`src/design/ati_ram.sv`:
```
// ----------------------------------------------------------------------------
// ati_ram
// Generic single-write, single-read RAM with registered read data.
// ----------------------------------------------------------------------------
`default_nettype none

module ati_ram #(
   parameter int WIDTH = 8,
   parameter int DEPTH = 16
) (
   input  wire logic                     clock,
   input  wire logic                     wr_en,
   input  wire logic [$clog2(DEPTH)-1:0] wr_addr,
   input  wire logic [WIDTH-1:0]         wr_data,
   input  wire logic [$clog2(DEPTH)-1:0] rd_addr,
   output logic      [WIDTH-1:0]         rd_data
);

   logic [WIDTH-1:0] mem [DEPTH];
   logic [WIDTH-1:0] rd_data_ff;

   always_ff @(posedge clock) begin
      if (wr_en) begin
         mem[wr_addr] <= wr_data;
      end
      rd_data_ff <= mem[rd_addr];
   end

   assign rd_data = rd_data_ff;

endmodule

`default_nettype wire

```
`config.mk`:
```
export PLATFORM = sky130hd
export DESIGN_NAME = ati_ram
export DESIGN_NICKNAME = d
export VERILOG_FILES = /design/src/design/ati_ram.sv
export SDC_FILE = /design/constraint.sdc
export NUM_CORES = 1
export LEC_CHECK = 0
export ABC_AREA = 1
export BUFFER_PORTS_ARGS = -buffer_cell sky130_fd_sc_hd__buf_4
export CORE_ASPECT_RATIO = 1.4
export CORE_MARGIN = 10
export CORE_UTILIZATION = 63
export CTS_BUF_LIST = sky130_fd_sc_hd__clkbuf_4
export DETAILED_ROUTE_END_ITERATION = 10
export PLACE_DENSITY = 0.81
export SETUP_SLACK_MARGIN = 0.1
export SYNTH_ARGS = -nofsm -noshare
export SYNTH_HDL_FRONTEND = slang
export SYNTH_SLANG_ARGS = --single-unit
```
`constraint.sdc`:
```
create_clock -name clock -period 1.2 [get_ports clock]
set_input_delay 0.12 -clock clock [delete_from_list [all_inputs] [get_ports clock]]
set_output_delay 0.12 -clock clock [all_outputs]
set_load 0.05 [all_outputs]
```
### Word level (Yosys, flattened, before mapping)

Memories as Yosys holds them, arrays and structs flattened. A register that Yosys moved wholly into a read port is not among the register bits.
Cells that the tools add are included.

| storage, ports and cells | value |
|---|---|
| register bits | 0 |
| bits in latches | 0 |
| memory bits (writable) | 128 |
| ROM bits | 0 |
| memories kept | 1 |

Memory list:

| name | depth | bits a word | read ports | clocked after memory_dff | wr ports | RTL line | RTL |
|---|---|---|---|---|---|---|---|
| mem | 16 | 8 | 1 | 1 | 1 | 19 | `logic [WIDTH-1:0] mem [DEPTH];` |

| operators by class | value |
|---|---|
| add/subtract/negate cells | 0 |
| $mul | 0 |
| div/mod/pow operators | 0 |
| $lt $le $gt $ge | 0 |
| eq/ne operators | 0 |
| shift-type cells | 0 |
| multiplexer cells | 2 |
| bitwise operators | 0 |
| reductions and logical operators | 0 |

Operators with widths:

| kind | count |
|---|---|
| 1-bit 2-to-1 mux | 2 |

### Depth between registers and ports, before layout

Gate-level depths: netlist (run 1).

| logic depth | value |
|---|---|
| depth in word-level cells | 2 |
| mapped depth | 8 |

### Least setup slack after synthesis (run 1)

OpenSTA, ideal clock, no wires.

| path | value |
|---|---|
| path kind | input to register |
| from | input wr_addr[2] |
| to | memory mem[10][0], enable pin |
| arrival time | 0.701 ns |
| required time | 0.830 ns |
| path slack | 0.129 ns |
| cell stages on the path | 2 |
| path buffers | 0 |
| path through | nand3b_1 > nor2_1 |

RTL lines:

| item | RTL line | RTL |
|---|---|---|
| start, declared | 13 | `input wire logic [$clog2(DEPTH)-1:0] wr_addr,` |
| end, declared | 19 |  |

Straight into the memory's write port.

### Worst setup path in the final report (run 1)

| path | value |
|---|---|
| from | register rd_data_ff[6] (netlist: rd_data[6]) (read register of mem) |
| to | output rd_data[6] |

RTL lines:

| item | RTL line | RTL |
|---|---|---|
| start, declared | 20 | `logic [WIDTH-1:0] rd_data_ff;` |
| end, declared | 16 | `output logic [WIDTH-1:0] rd_data` |

No word-level cell between the ends.

==> results of run 1 <==
==> registers in the layout (all words and copies together), names as in the netlist <==
name     flops
mem        128
rd_data      8
==> routing by layer <==
| layer | vias up | share of wire (%) |
|---|---|---|
| li1 | 1893 | - |
| met1 | 1915 | 37 |
| met2 | 248 | 52 |
| met3 | 34 | 8.5 |
| met4 | 0 | 2.9 |
| met5 | - | 0 |
==> metrics by stage <==
stage / total power (uW) / hold WS (ps) / worst slack, ps / utilization (%) / TNS [ps]
floorplan: 5918 / 218.9 / 129.2 / - / 0
global placement: 6226 / 431.1 / 29.19 / 68.84 / 0
detailed placement: 6253 / 441.0 / -5.607 / 68.84 / -5.607
CTS: 10030 / 108.2 / -8.385 / 74.94 / -8.385
global route: 10350 / 160.7 / -32.08 / 75.16 / -128.6
finish: 10010 / 127.6 / 21.70 / 75.16 / 0
==> layout make-up <==
type                    instances  area (sq um)  share of cell area (%)
multi-input cells             289          1234                   18.28
repair buffers                 61         605.6                   8.975
clock buffers                  17         127.6                   1.891
clock inverters                15         250.2                   3.709
inverters                     102         382.9                   5.674
well taps                     107         133.9                   1.984
flip-flops and latches        136          4014                   59.48
==> repair_timing <==
| item | in CTS | in global routing |
|---|---|---|
| setup endpoints to repair | 8 | 11 |
| hold buffers | 10 | 0 |
| resized for setup | 24 | 4 |
| endpoints found under the hold margin | 136 | 0 |
| pin swaps | 0 | 1 |
==> worst reg2reg max path, cell delays in order, from the launching register on <==
cell and delay, ps:
edfxtp_1 400, inv_1 80, nand2_1 50, nand3_1 80, nand3_1 130, nand3_2 120, nand2_1 50
==> Yosys cell counts, drive strengths merged <==
cell type  instances  share of area, %
buf               24               2.9
nand3             97               8.4
nand3b             2              0.26
nor2              17               1.1
nand2            173                11
inv              102               6.6
edfxtp           128                67
dfxtp              8               2.8
==> power by group through the flow <==
| stage | Combinational [uW] | Clock [uW] | Sequential [uW] |
|---|---|---|---|
| CTS | 882 | 3800 | 5360 |
| finish | 894 | 3770 | 5350 |
| global route | 970 | 4020 | 5360 |
| floorplan | 375 | 0 | 5540 |
| global placement | 784 | 0 | 5440 |
| detailed placement | 808 | 0 | 5450 |
==> worst max path at each step <==
stage / to / slack, ps / depth (start not counted)
global route: rd_data[4] / -30 / 1
global placement: rd_data[0] / 30 / 8
detailed placement: rd_data[0] / -6 / 8
CTS: rd_data[6] / -8 / 1
floorplan: mem[10][0] / 130 / 2
finish: rd_data[6] / 20 / 1
==> cell families (layout without fill, tap and decap cells) <==
group                  count (synthesis)  count (layout)  synth area share (%)
buffers and inverters                126             195                 9.525
flip-flops                           136             136                 69.43
AND/OR/NAND/NOR                      289             289                 21.05
==> impl_results.md, run 1 <==
* Dpl cells at 685
* GRT Overall Usage at 20.67%
* Pins Over Slew Limit at 0
* First-pass GRT wire length at 21290 microns
* Met2 Use GR at 33.13%
* DR WL/cell at 17.99 microns
* Largest net degree at the start of global routing at 34
* Fin area at about 0.0067 sq mm
* Total gr overflow at 0
* Part of the cycle the worst path needs at 98.19%
* Worst endpoint required time at 1080 ps
* Reg2reg setup slack at around 190 ps
* CP max-delay cell: dfxtp_2
* Routed Antenna Nets at 0
* Cts bufs inserted at 17
* Area of the mapped netlist at approximately 0.0058 sq mm
* GP Congestion at ~0.92
* Power Density at 1484 mW/mm^2
* Psw at 2309 uW
* Syn Area/Cell at 10.47 sq um
* Longest Clk Path Bufs at 2
* Hold path startpoint: rd_addr[0]
* Crit Path Category: reg2out
* Core ar. at 0.008977 sq mm
* Via count at between 4000 and 5000
* Hold-critical path endpoint: rd_data[6]
* DRC viols at 0
* Min Clock Period, post-route at 1178 ps
* CP max FO at 1
* Die width at just over 100 microns
* # rows at 41
* Antenna violations before repair at 0
* VDD IR-drop max at 1266 uV
* Switching portion of total power at 23.06%
* Max_slew headroom at 81.66%
* Clk slew on worst S/H paths at 110 ps
* Status: finished, final reports clean
* Antenna cells at 0
* FF-to-FF path depth at 6
* Detailed Route WL at about 13000 microns
* Vias in the first global route at 4093
* Cells along the critical path: buf_8
* Clock Power Share at a little under two fifths
* RR Endpoint: rd_data[6]
* Clk_skew at 11.43 ps
* Fin cells at 727
* Worst Tran Pin Value at 274.8 ps
* CP top delay family: flip-flops
* Worst Path Arrival at roughly 1100 ps
* Starting Density at 64.24%
* Detailed Place HPWL at around 8300 microns
* H-tree Lvls at 4
* Synth warnings at 0
* RSZ-0062 raised after global routing: true
* WHS Path Cells at 7
* Post-CTS setup buffers at 0
* Clk_lat worst skew at 550 ps
* Fillers at 545
* CP Launch Point: rd_data[6]
* Startpoint Class: flop
* Final setup vio count at 0
* Sum of buffers and inverters on the critical path at 1
* Syn Inst Count at 551
* Crit Reg-Reg Startpoint: mem[13][6]
* Max_cap viols at 0
* Commonest non-fill, non-tap cell in the layout: nand2_1
* Final-report hold violation count at 0
* Final nets at 625
* Seq pwr share at 53.5%
* GR Layer Usage met1 at 25.36%
* Share of post-route cells with drive strength above 1 at 15.65%
* Placed Area at 0.006180 sq mm
* Crit. End Element: primary output
* Grt peak-use layer: met2
* Vias per cell at 5.626
* Leak at 0.002949 uW
* Min-Delay Path Class: in2reg
* Die Area at 0.01344 sq mm
* I/O pins at 26
* CTS tree: done
* Cell Int Power at slightly below 8000 uW
* Logic pwr share at 8.9%
* Most frequent cells in the layout: 173 x nand2_1, 128 x edfxtp_1, 100 x inv_1, 93 x nand3_1, 38 x buf_4
* Clock sinks at around 140
* Peak Freq at 0.8487 GHz
* 1st-iter DRT viols at 546
* Yosys cell types at 12
* Post-Syn Nets at between 500 and 600
* First-pass DRT Iterations at 9
* Largest stage delay on the critical path at 370 ps
* Met3 usage at 5.176%
* Area Growth Syn to Fin at 17.01%
* Die Ht at ~130 microns
* Root Driver: clkbuf_4
* Register area share after synthesis at 69.43%
* PortBufs at 25
* Yosys reg bits at 136
Note: power is estimated with default switching activity, not from simulation.
==> run 2, diff against run 1 <==
Settings changed: CORE_UTILIZATION 63 to 41, PLACE_DENSITY 0.81 to default.
==> impl_results.md, run 2 (synthesized netlist as in run 1, its figures left out) <==
* Register with the most flip-flops: mem
* Fin area at 0.006739 sq mm
* Commonest non-fill, non-tap cell in the layout: nand2_1
* TNS Setup at 0 ps
* Antenna violations before repair at 1
* Storage cell area at roughly 0.0040 sq mm
* Die width at ~120 microns
* VDD IR-drop max at 653.8 uV
* 1st-iter DRT viols at 214
* Power Density at 1367 mW/mm^2
* DRC viols at 0
* Worst Path Arrival at 1050 ps
* Detailed Route WL at around 13000 microns
* Fillers at roughly 1300
* Longest Clk Path Bufs at 2
* Final-report hold violation count at 0
* Crit Path Category: reg2out
* Crit. End Element: primary output
* Die Area at a little under 0.02 sq mm
* Total gr overflow at 0
* CP max FO at 1
* RSZ-0062 raised after global routing: true
* Clk_lat worst skew at about 540 ps
* Max_slew headroom at 79.75%
* Hold WS at around 100 ps
* Footprint of the multi-input gates at around 0.0012 sq mm
* Cells along the critical path: buf_8
* Area Growth Syn to Fin at 16.86%
* H-tree Lvls at 4
* Startpoint Class: flop
* Root Driver: clkbuf_4
* CP max-delay cell: dfxtp_2
* Final nets at 624
* Die Ht at 160.3 microns
* Vias in the first global route at 3936
* Part of the cycle the worst path needs at around 98%
* CP top delay family: flip-flops
* Most frequent cells in the layout: 173 x nand2_1, 128 x edfxtp_1, 100 x inv_1, 97 x nand3_1, 37 x buf_4
* GP Congestion at around 0.83
* Clock sinks at 136
* Cts bufs inserted at 17
* Largest register FFs at roughly 130
* Placed Area at 0.006290 sq mm
* Largest stage delay on the critical path at 380 ps
* GRT Overall Usage at 14.13%
* Max_cap viols at 0
* Final setup vio count at 0
* Vias per cell at 4.788
* Clk slew on worst S/H paths at 130 ps
* Core ar. at 0.01385 sq mm
* Starting Density at 41.65%
* PortBufs at 25
* I/O pins at 26
* First-pass GRT wire length at around 21000 microns
* Peak Freq at 0.8519 GHz
* Via count at 3854
* Share of post-route cells with drive strength above 1 at between 15 and 20%
* Leak at between 0.002 and 0.003 uW
* Clk_skew at 24.74 ps
* Detailed Place HPWL at 8524 microns
* Status: finished, final reports clean
* First-pass DRT Iterations at 5
* Min-Delay Path Class: in2reg
* Largest net degree at the start of global routing at 65
* CTS tree: done
* Post-CTS setup buffers at 0
* Sum of buffers and inverters on the critical path at 1
* Min Clock Period, post-route at approximately 1200 ps
* Worst endpoint required time at between 1000 and 1500 ps
* Worst Tran Pin Value at around 300 ps
* Routed Antenna Nets at 0
* # rows at 51
* Pins Over Slew Limit at 0
* DR WL/cell at 16.15 microns
-- run 2: cell types whose count changed in the layout (fill, tap and decap cells not counted), moves of 2 or more --
cell / change
bufinv_16: -4
clkinv_2: +2
inv_6: +2
nand3_1: +4
nand3_2: -4
-- run 2: worst paths after layout --
| path | cells after the start | slack, ps | to | startpoint |
|---|---|---|---|---|
| min | 6 | 100 | rd_data[5] | rd_addr[2] |
| max | 1 | 30 | rd_data[1] | rd_data[1] |
| max reg2reg | 6 | 240 | rd_data[6] | mem[7][6] |
| min reg2reg | 6 | 680 | rd_data[3] | mem[11][3] |
-- run 2: final cells by class --
type	instances	share of cell area [%]
antenna	1	0.03713
sequential	136	59.60
timing repair buffer	60	9.023
tap	185	3.435
clock inverter	14	2.209
multi-input combinational	289	18.01
inverter	102	5.681
clock buffer	18	2.005
-- run 2: repair_timing --
action | 4_1_cts | 5_1_grt
pin swaps | 0 | 0
hold buffers | 9 | 0
setup endpoints to repair | 8 | 8
hold endpoints to repair | 136 | 0
resized for setup | 25 | 0
-- run 2: where the power goes --
group	switching (uW)	leakage (uW)	internal, uW
combinational	555	0.00153	317
clock	1720	0.000145	1270
sequential	46.2	0.00122	5310
-- run 2: routing by layer --
layer | share of wire, % | vias to the layer above | global-route usage, %
met5 | 0 | - | 0
met4 | 2.4 | 0 | 6.821
met3 | 4.5 | 22 | 3.158
met2 | 53 | 104 | 24.70
met1 | 40 | 1845 | 15.83
li1 | - | 1883 | -
-- run 2: stage by stage --
step	utilization [%]	cells	power, uW	worst slack, ps
floorplan	-	551	5918	129.2
global placement	45.42	763	6250	2.043
detailed placement	45.42	763	6258	-12.76
CTS	48.65	804	9292	-35.40
global route	48.67	805	9616	-41.31
finish	48.67	805	9212	26.18
