===== src/design/ati_pkg.sv =====
// ----------------------------------------------------------------------------
// ati_pkg
// Shared types and constants of the ADC table interpolation block.
// ----------------------------------------------------------------------------
`default_nettype none

package ati_pkg;

   // field widths
   localparam int KEY_W   = 17;
   localparam int VAL_W   = 16;
   localparam int RES_W   = 17;
   localparam int DV_W    = VAL_W + 1;        // value difference
   localparam int DS_W    = KEY_W + 1;        // key difference
   localparam int NUM_W   = DV_W + DS_W;      // interpolation product
   localparam int MAG_W   = NUM_W - 1;        // product magnitude
   localparam int DVS_W   = DS_W - 1;         // divisor magnitude
   localparam int ENTRY_W = KEY_W + VAL_W;    // one stored table entry

   localparam int DEFAULT_BANKS   = 16;
   localparam int DEFAULT_ENTRIES = 64;

   localparam logic signed [RES_W-1:0] FAKE_VALUE = 17'sd300;

   typedef enum logic [1:0] {
      OP_WRITE   = 2'd0,
      OP_BANK    = 2'd1,
      OP_CONVERT = 2'd2
   } op_type;

   typedef struct packed {
      logic busy;
      logic done;
   } div_status_type;

endpackage

`default_nettype wire


===== src/design/ati_div.sv =====
// ----------------------------------------------------------------------------
// ati_div
// Bit-serial restoring divider, one quotient bit per cycle.
// ----------------------------------------------------------------------------
`default_nettype none

module ati_div import ati_pkg::*; (
   input  wire logic             clock,
   input  wire logic             reset,
   input  wire logic             start,
   input  wire logic [MAG_W-1:0] dividend,
   input  wire logic [DVS_W-1:0] divisor,
   output div_status_type        status,
   output logic      [MAG_W-1:0] quotient
);

   localparam int CNT_W = $clog2(MAG_W + 1);

   logic             busy_ff, busy_in;
   logic             done_ff, done_in;
   logic [CNT_W-1:0] cnt_ff, cnt_in;
   logic [DVS_W-1:0] rem_ff, rem_in;
   logic [MAG_W-1:0] quo_ff, quo_in;
   logic [DVS_W-1:0] dvs_ff, dvs_in;

   logic [DVS_W:0]   rem_shift;
   logic [DVS_W:0]   rem_sub;
   logic             ge;

   always_comb begin
      rem_shift = {rem_ff, quo_ff[MAG_W-1]};
      rem_sub   = rem_shift - {1'b0, dvs_ff};
      ge        = rem_shift >= {1'b0, dvs_ff};

      busy_in = busy_ff;
      done_in = 1'b0;
      cnt_in  = cnt_ff;
      rem_in  = rem_ff;
      quo_in  = quo_ff;
      dvs_in  = dvs_ff;

      if (start) begin
         busy_in = 1'b1;
         cnt_in  = CNT_W'(MAG_W);
         rem_in  = '0;
         quo_in  = dividend;
         dvs_in  = divisor;
      end else if (busy_ff) begin
         // shift in one dividend bit, subtract where it fits
         rem_in = ge ? rem_sub[DVS_W-1:0] : rem_shift[DVS_W-1:0];
         quo_in = {quo_ff[MAG_W-2:0], ge};
         cnt_in = cnt_ff - CNT_W'(1);
         if (cnt_ff == CNT_W'(1)) begin
            busy_in = 1'b0;
            done_in = 1'b1;
         end
      end
   end

   always_ff @(posedge clock) begin
      if (reset) begin
         busy_ff <= 1'b0;
         done_ff <= 1'b0;
         cnt_ff  <= '0;
      end else begin
         busy_ff <= busy_in;
         done_ff <= done_in;
         cnt_ff  <= cnt_in;
      end
   end

   always_ff @(posedge clock) begin
      rem_ff <= rem_in;
      quo_ff <= quo_in;
      dvs_ff <= dvs_in;
   end

   assign status   = '{busy: busy_ff, done: done_ff};
   assign quotient = quo_ff;

endmodule

`default_nettype wire


===== config.mk =====
export PLATFORM = sky130hd
export DESIGN_NAME = ati_div
export DESIGN_NICKNAME = d
export VERILOG_FILES = /design/src/design/ati_pkg.sv /design/src/design/ati_div.sv
export SDC_FILE = /design/constraint.sdc
export NUM_CORES = 1
export LEC_CHECK = 0
export BUFFER_PORTS_ARGS = -buffer_cell sky130_fd_sc_hd__buf_2
export CAP_MARGIN = 20
export CORE_UTILIZATION = 35
export DETAILED_ROUTE_END_ITERATION = 8
export GPL_TIMING_DRIVEN = 0
export SLEW_MARGIN = 15
export SYNTH_ARGS = -nofsm -noshare
export SYNTH_HDL_FRONTEND = slang
export SYNTH_SLANG_ARGS = --single-unit
export TNS_END_PERCENT = 5

===== constraint.sdc =====
create_clock -name clock -period 2.92 [get_ports clock]
set_input_delay 0.146 -clock clock [delete_from_list [all_inputs] [get_ports clock]]
set_output_delay 0.146 -clock clock [all_outputs]
set_load 0.05 [all_outputs]

Yosys cells after proc, flatten, opt, wreduce, memory -nomap -nowiden
Cells that the tools add are included.
- flip-flop bits (word level): 76
- input port bits: 54
- output and inout bits: 36
- logic and storage cells: 24
- $add $sub $neg: 2
- magnitude comparators: 1
- equality and inequality tests: 1
- muxes and demuxes: 9
- bitwise logic cells: 1
- reductions and logical operators: 3
- operator list (cell ; number):
    $mux 34 ; 2
    $ge 18x17->1 ; 1
    $mux 17 ; 1
    $sub 17x17->17 ; 1
    $mux 6 ; 2
    $eq 6x1->1 const B ; 1
    $sub 6x1->6 const B ; 1
    $mux 1 ; 4
    $reduce_or 3->1 ; 1
    $reduce_bool 2->1 ; 1
    $reduce_or 2->1 ; 1
    $not 1->1 ; 1

Longest topological paths before layout
Gate-level depths: netlist of the first run.
- word-level depth: 4
- gate-level depth with buffers: 11
- depth with buffers taken out: 10

Worst setup path after synthesis of the first run
No wires, ideal clock.
- kind: reg2reg
- start point: register quo_ff[33] (netlist: quotient[33])
- end point: register quo_ff[0] (netlist: quotient[0]) (data pin)
- library setup time: 260 ps
- arrival time: 2479 ps
- data required time: 2660 ps
- path slack: 181 ps
- cell stages (with the launch flop): 10
- buffers on the path: 0
- period minus slack after synthesis: 2739 ps
- cells stage by stage: edfxtp_1 -> inv_1 -> ha_1 -> inv_1 -> fa_1 -> a21o_1 -> a221oi_4 -> o211ai_2 -> a21o_2 -> mux2_2
- word-level cells in the longest chain between the ends: 3
- RTL lines (item ; RTL line ; text):
    start, declared ; ati_div.sv:23 ; logic [MAG_W-1:0] quo_ff, quo_in;
    start signal, assigned ; ati_div.sv:74 ; quo_ff <= quo_in;
    $ge 18x17->1 ; ati_div.sv:33 ; ge = rem_shift >= {1'b0, dvs_ff};
    $mux 34 ; ati_div.sv:48 ; end else if (busy_ff) begin
    $mux 34 ; ati_div.sv:42 ; if (start) begin
    named net quo_in[0] ; ati_div.sv:23 ;
The timed path passes the listed nets, and every way through them passes these cells. The select of a mux whose other input is x is not followed.
A chain may end at the register's enable or synchronous reset.

Final worst setup path of the first run
Ends and elaborated chain as after synthesis.

==> results.yml, run 1 <==
sta:
  tns_ns: 0
  fmax_mhz: 362
  worst_slew_pin_slew_ns: 0.736
  fin_crit_sh: 0.945
  setup-violations-final: 0
  rsz0062_at_grt: "no"
  slew_viol_final: 0
  hold_viol_final: 0
  skew_ns: 0.0133
  fin_crit_ns: 2.76
  max_slew_margin: 0.497
detailed_routing:
  drtPass1Iterations: 4
  drt_iter0_drc: 127
  vias_per_cell: 5.03
  postRouteAntennaNets: 0
  vias: 3081
  wl_per_cell_um: 14.6
  wirelength_mm: 8.95
  drc: 0
placement:
  dp.cells: 581
  globalplace.congestion: 0.827
  place_area_um2: 4630
  portBuffers: 88
  dp_hpwl_mm: 6.33
synthesis:
  synth-edff-count: 51
  ys_ff_latch: 76
  yosys.area.top_type: "edfxtp_1"
  synth_warnings: 0
  async_flop_share: 0
  dominantRegCellSynth: "edfxtp_1"
  synth_most_common_cell: "edfxtp_1"
  synth_cell_types: 57
  ys_top_cells_by_area: "edfxtp_1, dfxtp_1, mux2_2"
  syn_area_um2: 4010
  synth.yosys.seq_area_share: 0.507
  synthesis.nets: 427
  synthCells: 353
  syn_avg_cell_area_um2: 11.4
  netlist_top_cells_count: "edfxtp_1, mux2_2, nand2_1"
  yosys.area.top_type_share: 0.382
layout:
  syn_to_final_growth_pct: 26.6
  design_area_um2: 5080
  drive_above_1_share: 0.334
  layout.nets: 542
  instances_no_fill: 613
  antenna_cells: 0
  post-route-util: 0.462
floorplanning:
  placementRows: 38
  die_h_um: 109
  die_width_um: 109
  pin_count: 90
  dieArea_um2: 11900
  initial_core_util: 0.365
  core-area_um2: 11000
power:
  p_clk_frac: 0.362
  switching_share: 0.303
  p_switching_mw: 0.882
  power.share.sequential: 0.442
  power_density_nw_per_um2: 574
  internal-power_mw: 2.03
  finalPower_mw: 2.91
  p_leak_nw: 2.13
  p_comb_frac: 0.196
  ir_drop_v: 0.000307
cts:
  ctsLongestPathBuffers: 2
  cts_setup_buffers: 0
  clk_root_buffer_cell: "clkbuf_16"
  cts_buffers: 9
  cts_tree: "yes"
  cts_sinks: 76
  clk_pin_slew_ns: 0.06
  cts_max_level: 3
  clock_latency_ns: 0.33
global_routing:
  met1_usage: 0.203
  antenna_found_initial: 0
  met2_usage: 0.249
  grt_pass1_wl_mm: 14.6
  grt_pass1_vias: 3125
  grt_use_met3: 0.0383
  track_usage: 0.158
  grt_max_degree: 35
  gr-max-usage-layer: "met2"
  grt.overflow.total: 0
run_status:
  status: "finished clean"
critical_path:
  endpoint_kind: "flip-flop"
  cp-start-kind: "flip-flop"
  critPathLaunch: "quotient[33]"
  worst-path-max-fanout: 8
  crit_type: "flip-flop to flip-flop"
  critPathRequiredTime_ns: 3.00
  cp.arrival_ns: 2.84
  r2r_start: "quotient[33]"
job:
  cap_violations: 0
hold_path:
  hp-start: "divisor[6]"
  holdCritPathClass: "input pin to flip-flop"
[power by group through the flow]
stage | combinational [mW] | sequential [mW] | clock [mW]
2_1_floorplan | 0.241 | 1.48 | 0
4_1_cts | 0.572 | 1.29 | 1.08
3_3_place_gp | 0.549 | 1.31 | 0
3_5_place_dp | 0.554 | 1.31 | 0
6_report | 0.572 | 1.29 | 1.05
5_1_grt | 0.616 | 1.30 | 1.11
[cell families (layout without fill, tap and decap cells)]
family	count (synthesis)	count (layout)	share of synthesized area
simple gates	89	89	0.110
flops	76	76	0.507
compound gates	72	72	0.133
buf+inv	41	161	0.0434
mux	37	37	0.103
fa+ha+maj	20	20	0.0643
xor+xnor	18	18	0.0393
[routing by layer]
metal / up-vias / wire, µm / part of all wire
met5: - / 0 / 0
met4: 0 / 136 / 0.015
met3: 14 / 573 / 0.064
met2: 84 / 4130 / 0.46
met1: 1433 / 4110 / 0.46
li1: 1550 / - / -
[repair_timing]
| action | 4_1_cts | 5_1_grt |
|---|---|---|
| gates resized for setup | 0 | 2 |
| setup endpoints to repair | 0 | 6 |
| hold buffers | 16 | 0 |
| endpoints found under the hold margin | 16 | 0 |
[worst paths after layout]
check             slack [ns]          end  depth (start not counted)
setup / recovery        0.16  quotient[0]                          9
hold / removal          0.01    dvs_ff[6]                          1
setup reg to reg        0.16  quotient[0]                          9
hold reg to reg         0.50    rem_ff[1]                          2
[stage by stage]
stage / hold slack, ns / setup WS, ns
4_1_cts: 0.000242 / 0.126
5_1_grt: 0.00676 / 0.00617
2_1_floorplan: 0.245 / 0.181
3_3_place_gp: 0.323 / -0.183
3_5_place_dp: 0.324 / 0.158
6_report: 0.0148 / 0.161
[flip-flops by register name (all words and copies together), names as in the netlist]
signal    count
busy_ff       1
cnt_ff        6
done_ff       1
dvs_ff       17
quotient     34
rem_ff       17
[critical path, cell delays in order, from the launching register on]
cell,delay (ns)
edfxtp_1,0.39
inv_1,0.11
ha_1,0.18
inv_1,0.05
fa_1,0.40
a21o_1,0.25
a221oi_4,0.38
o211ai_2,0.15
a21o_2,0.31
mux2_2,0.28
[placed cells by master, fill, tap and decap left out, types with 4 or more instances in the layout]
cell type and count:
dlygate4sd3_1 16, xnor2_1 11, xor2_1 7, buf_1 4, a21oi_1 18, dfxtp_1 25
nand2_1 26, nand3_1 12, nor3_1 10, buf_2 91, mux2_2 35, o21ai_0 12
edfxtp_1 51, clkbuf_16 9, a32oi_1 6, nand4_1 5, nor2_1 17, clkbuf_1 7
ha_1 19, inv_1 22, a21o_1 5
[final cells by class]
type	instances	area (µm²)
Multi-Input combinational cell	236	1810
Fill cell	1023	5900
Clock buffer	9	225
Clock inverter	7	57.6
Buffer	18	90.1
Timing Repair Buffer	104	601
Inverter	23	86.3
Sequential cell	76	2030
Tap cell	140	175
(Power assumes the default switching activity.)
==> inputs of run 2 (changes only) <==
--- a/config.mk
+++ b/config.mk
@@ -10,6 +10,7 @@
 export CORE_UTILIZATION = 35
 export DETAILED_ROUTE_END_ITERATION = 8
 export GPL_TIMING_DRIVEN = 0
+export HOLD_SLACK_MARGIN = 0.03
 export SLEW_MARGIN = 15
 export SYNTH_ARGS = -nofsm -noshare
 export SYNTH_HDL_FRONTEND = slang
==> run 2 against run 1 <==
Utilization grew 0.091 points. Die area unchanged. Final area grew 0.20%. Highest routed layer unchanged. Register-to-register slack about the same. Non-clock buffer count rose by 1. First-iteration DRC count shrank 13%. Sequential cell count did not move. Clock-buffer cell count is the same. Largest cell class unchanged. Critical path depth unchanged. Worst setup slack better by 0.0029 ns.
==> results.yml, run 2 (same netlist as run 1, synthesis figures left out) <==
global_routing:
  grt_pass1_wl_mm: 14.6
  track_usage: 0.158
  antenna_found_initial: 0
  grt.overflow.total: 0
  grt_max_degree: 35
  grt_pass1_vias: 3131
detailed_routing:
  drtPass1Iterations: 4
  wl_met3_um: 595
  wirelength_mm: 8.94
  wl_met1_mm: 4.10
  route.top_layer_used: "met4"
  vias_per_cell: 5.02
  postRouteAntennaNets: 0
  wl_per_cell_um: 14.6
  drt_iter0_drc: 110
  drc: 0
  dr_wl_met2_mm: 4.12
  vias: 3083
run_status:
  status: "finished clean"
sta:
  fin_crit_sh: 0.944
  fin_crit_ns: 2.76
  skew_ns: 0.0132
  fin_ws_ns: 0.164
  max_slew_margin: 0.490
  hold_viol_final: 0
  fmax_mhz: 363
  worst_slew_pin_slew_ns: 0.763
  setup-violations-final: 0
  slew_viol_final: 0
  rsz0062_at_grt: "no"
layout:
  largest_reg_flops: 34
  instances_no_fill: 614
  final_common_cell: "buf_2"
  layout_common_cells: "buf_2, edfxtp_1, mux2_2"
  drive_above_1_share: 0.333
  antenna_cells: 0
  layout.nets: 543
  syn_to_final_growth_pct: 26.9
critical_path:
  cp.arrival_ns: 2.84
  crit_type: "flip-flop to flip-flop"
  endpoint_kind: "flip-flop"
  slowest_stage: "fa_1"
  worst-path-max-fanout: 8
  cp-start-kind: "flip-flop"
  worstPathCellList: "inv_1, ha_1, inv_1, fa_1, a21o_1, a221oi_4, o211ai_2, a21o_2, mux2_2"
  slowest_delay_ns: 0.40
  crit_top_cell: "inv_1"
  critPathRequiredTime_ns: 3.00
cts:
  cts_buffers: 9
  cts_max_level: 3
  clk_root_buffer_cell: "clkbuf_16"
  clock_latency_ns: 0.33
  cts_sinks: 76
  ctsLongestPathBuffers: 2
  cts_tree: "yes"
  clk_pin_slew_ns: 0.07
  cts_setup_buffers: 0
placement:
  dp_hpwl_mm: 6.33
  dp.cells: 581
  portBuffers: 88
  globalplace.congestion: 0.827
  preCtsSetupSlack_ns: 0.158
floorplanning:
  core-area_um2: 11000
  placementRows: 38
  die_width_um: 109
  dieArea_um2: 11900
  die_h_um: 109
  pin_count: 90
  initial_core_util: 0.365
job:
  cap_violations: 0
power:
  ir_drop_v: 0.000306
  power_density_nw_per_um2: 572
  p_leak_nw: 2.14
  finalPower_mw: 2.91
hold_path:
  holdCritPathClass: "input pin to flip-flop"
run 2: metrics by stage:
step                      instance area (µm²)  hold WS [ns]  setup TNS, ns  utilization
after floorplan                          4010         0.245              0            -
after detailed placement                 4630         0.324              0        0.421
after global placement                   4630         0.323          -6.16        0.421
after global routing                     5090         0.105              0        0.463
after CTS                                5080        0.0989              0        0.462
final                                    5090         0.108              0        0.463
run 2: report_power, final:
part           switching [mW]  internal, mW
combinational           0.374         0.199
clock                   0.465         0.587
sequential             0.0409          1.25
total                   0.881          2.03
run 2: worst max-delay path, delay by kind of cell (launching register included):
family | cells | cell delay, ns
DFF | 1 | 0.39
adders and majority gates | 2 | 0.58
muxes | 1 | 0.28
AOI/OAI and AO/OA | 4 | 1.09
buffers and inverters | 2 | 0.16
run 2: area by class of cell:
cell class	count	area, µm²
plain buffers	18	90.1
clock buffers	9	225
multi-input cells	236	1810
repair buffers	105	611
flip-flops and latches	76	2030
well taps	140	175
fillers	1022	5890
inverters	23	86.3
clock inverters	7	57.6
run 2: path summary, 6_finish.rpt:
check	depth (start not counted)	slack (ns)	end	start
setup / recovery	9	0.16	quotient[0]	quotient[33]
hold / removal	2	0.11	quotient[24]	dividend[24]
setup reg to reg	9	0.16	quotient[0]	quotient[33]
hold reg to reg	2	0.50	rem_ff[1]	rem_ff[1]
run 2: timing repair:
| action | 4_1_cts | 5_1_grt |
|---|---|---|
| gates resized for setup | 0 | 2 |
| endpoints found under the setup margin | 0 | 6 |
| hold endpoints to repair | 17 | 0 |
| hold buffers | 17 | 0 |
run 2: layer usage:
metal / track usage / up-vias
met4: 0.0753 / 0
met3: 0.0383 / 11
met1: 0.203 / 1431
met5: 0 / -
met2: 0.250 / 90
li1: - / 1551
==> inputs of run 3 (changes only) <==
--- a/config.mk
+++ b/config.mk
@@ -5,6 +5,7 @@
 export SDC_FILE = /design/constraint.sdc
 export NUM_CORES = 1
 export LEC_CHECK = 0
+export ABC_AREA = 1
 export BUFFER_PORTS_ARGS = -buffer_cell sky130_fd_sc_hd__buf_2
 export CAP_MARGIN = 20
 export CORE_UTILIZATION = 35
==> run 3 against run 2 <==
Critical path depth rose by 1. Fmax increased by 26%. Global-route usage up 1.4 points. Via count up 24%. Register-to-register slack improved by 0.58 ns. Hold slack got worse by 0.040 ns. Sequential share of layout area fell by 2.8 points. Power is 3.7% higher. Critical endpoint unchanged. Largest power group unchanged.
==> results.yml, run 3 <==
run_status:
  status: "finished clean"
detailed_routing:
  vias_per_cell: 4.59
  drtPass1Iterations: 4
  route.top_layer_used: "met4"
  drc: 0
  wirelength_mm: 10.2
  drt_iter0_drc: 165
  dr_wl_met2_mm: 4.61
  postRouteAntennaNets: 0
  wl_per_cell_um: 12.3
  vias: 3818
  wl_met1_mm: 4.88
  wl_met3_um: 600
cts:
  cts_sinks: 76
  cts_max_level: 3
  cts_resized: 0
  ctsLongestPathBuffers: 2
  clock_latency_ns: 0.35
  ctsHoldBuffers: 18
  cts_tree: "yes"
  cts_buffers: 9
  clk_pin_slew_ns: 0.06
  clk_root_buffer_cell: "clkbuf_16"
  cts_setup_buffers: 0
sta:
  rsz0062_at_grt: "no"
  worst_slew_pin_slew_ns: 0.786
  setup-violations-final: 0
  hold_viol_final: 0
  tns_ns: 0
  max_slew_margin: 0.474
  fin_crit_sh: 0.747
  slew_viol_final: 0
  fin_crit_ns: 2.18
  skew_ns: 0.00912
  fmax_mhz: 459
placement:
  globalplace.congestion: 0.869
  dp_hpwl_mm: 7.34
  portBuffers: 89
global_routing:
  grt_pass1_wl_mm: 17.3
  track_usage: 0.172
  grt.overflow.total: 0
  grt_max_degree: 38
  antenna_found_initial: 0
  grt_pass1_vias: 3814
job:
  cap_violations: 0
synthesis:
  synthesis.nets: 634
  yosys.area.top_type: "edfxtp_1"
  yosys.area.top_type_share: 0.354
  netlist_top_cells_count: "nand2_1, inv_1, edfxtp_1"
  syn_avg_cell_area_um2: 7.73
  dominantRegCellSynth: "edfxtp_1"
  synth.yosys.seq_area_share: 0.470
  synth_warnings: 0
  synth-edff-count: 51
  synthCells: 560
  synth_cell_types: 35
  ys_ff_latch: 76
  async_flop_share: 0
  synth_most_common_cell: "nand2_1"
  ys_top_cells_by_area: "edfxtp_1, nand2_1, dfxtp_1"
  syn_area_um2: 4330
critical_path:
  worst-path-max-fanout: 10
  slowest_stage: "fa_1"
  regToRegSetupSlack_ns: 0.74
  worstPathCellList: "inv_1, ha_1, inv_1, fa_1, nand3_1, nand3_2, nand2_2, buf_6, buf_6, a31oi_1"
  crit_type: "flip-flop to flip-flop"
  endpoint_kind: "flip-flop"
  crit_family: "adder cells"
  cp-start-kind: "flip-flop"
  critPathRequiredTime_ns: 3.01
  worst-path-buf-inv: 4
  slowest_delay_ns: 0.46
  cp.arrival_ns: 2.27
floorplanning:
  core-area_um2: 12000
  die_h_um: 113
  placementRows: 40
  pin_count: 90
  dieArea_um2: 12800
  initial_core_util: 0.360
  die_width_um: 113
power:
  p_leak_nw: 2.85
  finalPower_mw: 3.02
  ir_drop_v: 0.000365
  power_density_nw_per_um2: 552
layout:
  layout.nets: 753
  multi_input_area_um2: 1860
  n_fill_cell: 1231
  final_common_cell: "nand2_1"
  antenna_cells: 0
  drive_above_1_share: 0.184
  largest_reg_flops: 34
  syn_to_final_growth_pct: 26.5
  ff_latch_area_um2: 2030
  layout_common_cells: "nand2_1, buf_2, inv_1"
hold_path:
  holdCritPathClass: "input pin to flip-flop"
-- run 3: changes by cell type after synthesis, moves of 5 or more --
cell,before,now
nand3b_1,1,8
nand2_2,0,5
nor3_1,10,5
nand2_1,26,235
a21oi_1,18,11
mux2_2,35,0
a21o_1,5,0
inv_1,23,84
nand3_1,12,40
xor2_1,7,1
a32oi_1,6,0
-- run 3: worst reg2reg max path, delay by kind of cell (launching register included) --
kind,cells,cell delay [ns]
and+or+nand+nor,3,0.35
AOI/OAI and AO/OA,1,0.11
adders and majority gates,2,0.60
buffers and inverters,4,0.49
DFF,1,0.38
-- run 3: metal layers --
layer / GRT usage / vias to the layer above
li1: - / 1997
met1: 0.213 / 1727
met3: 0.0503 / 13
met2: 0.282 / 81
met4: 0.0675 / 0
met5: 0 / -
-- run 3: cells by family after synthesis --
logic type	Yosys count	synth area share
AND/OR/NAND/NOR	328	0.320
buffers and inverters	101	0.101
flip-flops	76	0.470
AO/OA/AOI/OAI	27	0.0335
adder cells (fa/ha/maj)	20	0.0596
XOR/XNOR	8	0.0162
-- run 3: cell type report --
class	count	share of cell area
buffer	16	0.0219
clock buffer	10	0.0418
clock inverter	6	0.0162
inverter	85	0.0583
multi-input combinational	383	0.339
sequential	76	0.371
tap	147	0.0336
timing repair buffer	108	0.118
-- run 3: final timing paths --
| kind | from | endpoint | cells after the start |
|---|---|---|---|
| min reg2reg | rem_ff[10] | rem_ff[10] | 2 |
| max reg2reg | quotient[33] | quotient[0] | 10 |
| max | quotient[33] | quotient[0] | 10 |
| min | dividend[18] | quotient[18] | 3 |
-- run 3: stage by stage --
| step | setup slack (ns) | std cells | instance area (µm²) | util | hold WS (ns) |
|---|---|---|---|---|---|
| 6_report | 0.740 | 831 | 5470 | 0.456 | 0.0678 |
| 4_1_cts | 0.758 | 831 | 5470 | 0.456 | 0.0576 |
| 3_3_place_gp | 0.126 | 796 | 4960 | 0.413 | 0.325 |
| 2_1_floorplan | 0.661 | 560 | 4330 | - | 0.224 |
| 5_1_grt | 0.600 | 831 | 5470 | 0.456 | 0.0782 |
| 3_5_place_dp | 0.789 | 797 | 4980 | 0.414 | 0.324 |
-- run 3: power by group --
part,switching (mW),total (mW),leakage [nW],internal [mW]
clock network,0.459,1.21,0.150,0.749
registers,0.0385,1.28,0.718,1.24
logic,0.374,0.532,1.98,0.158
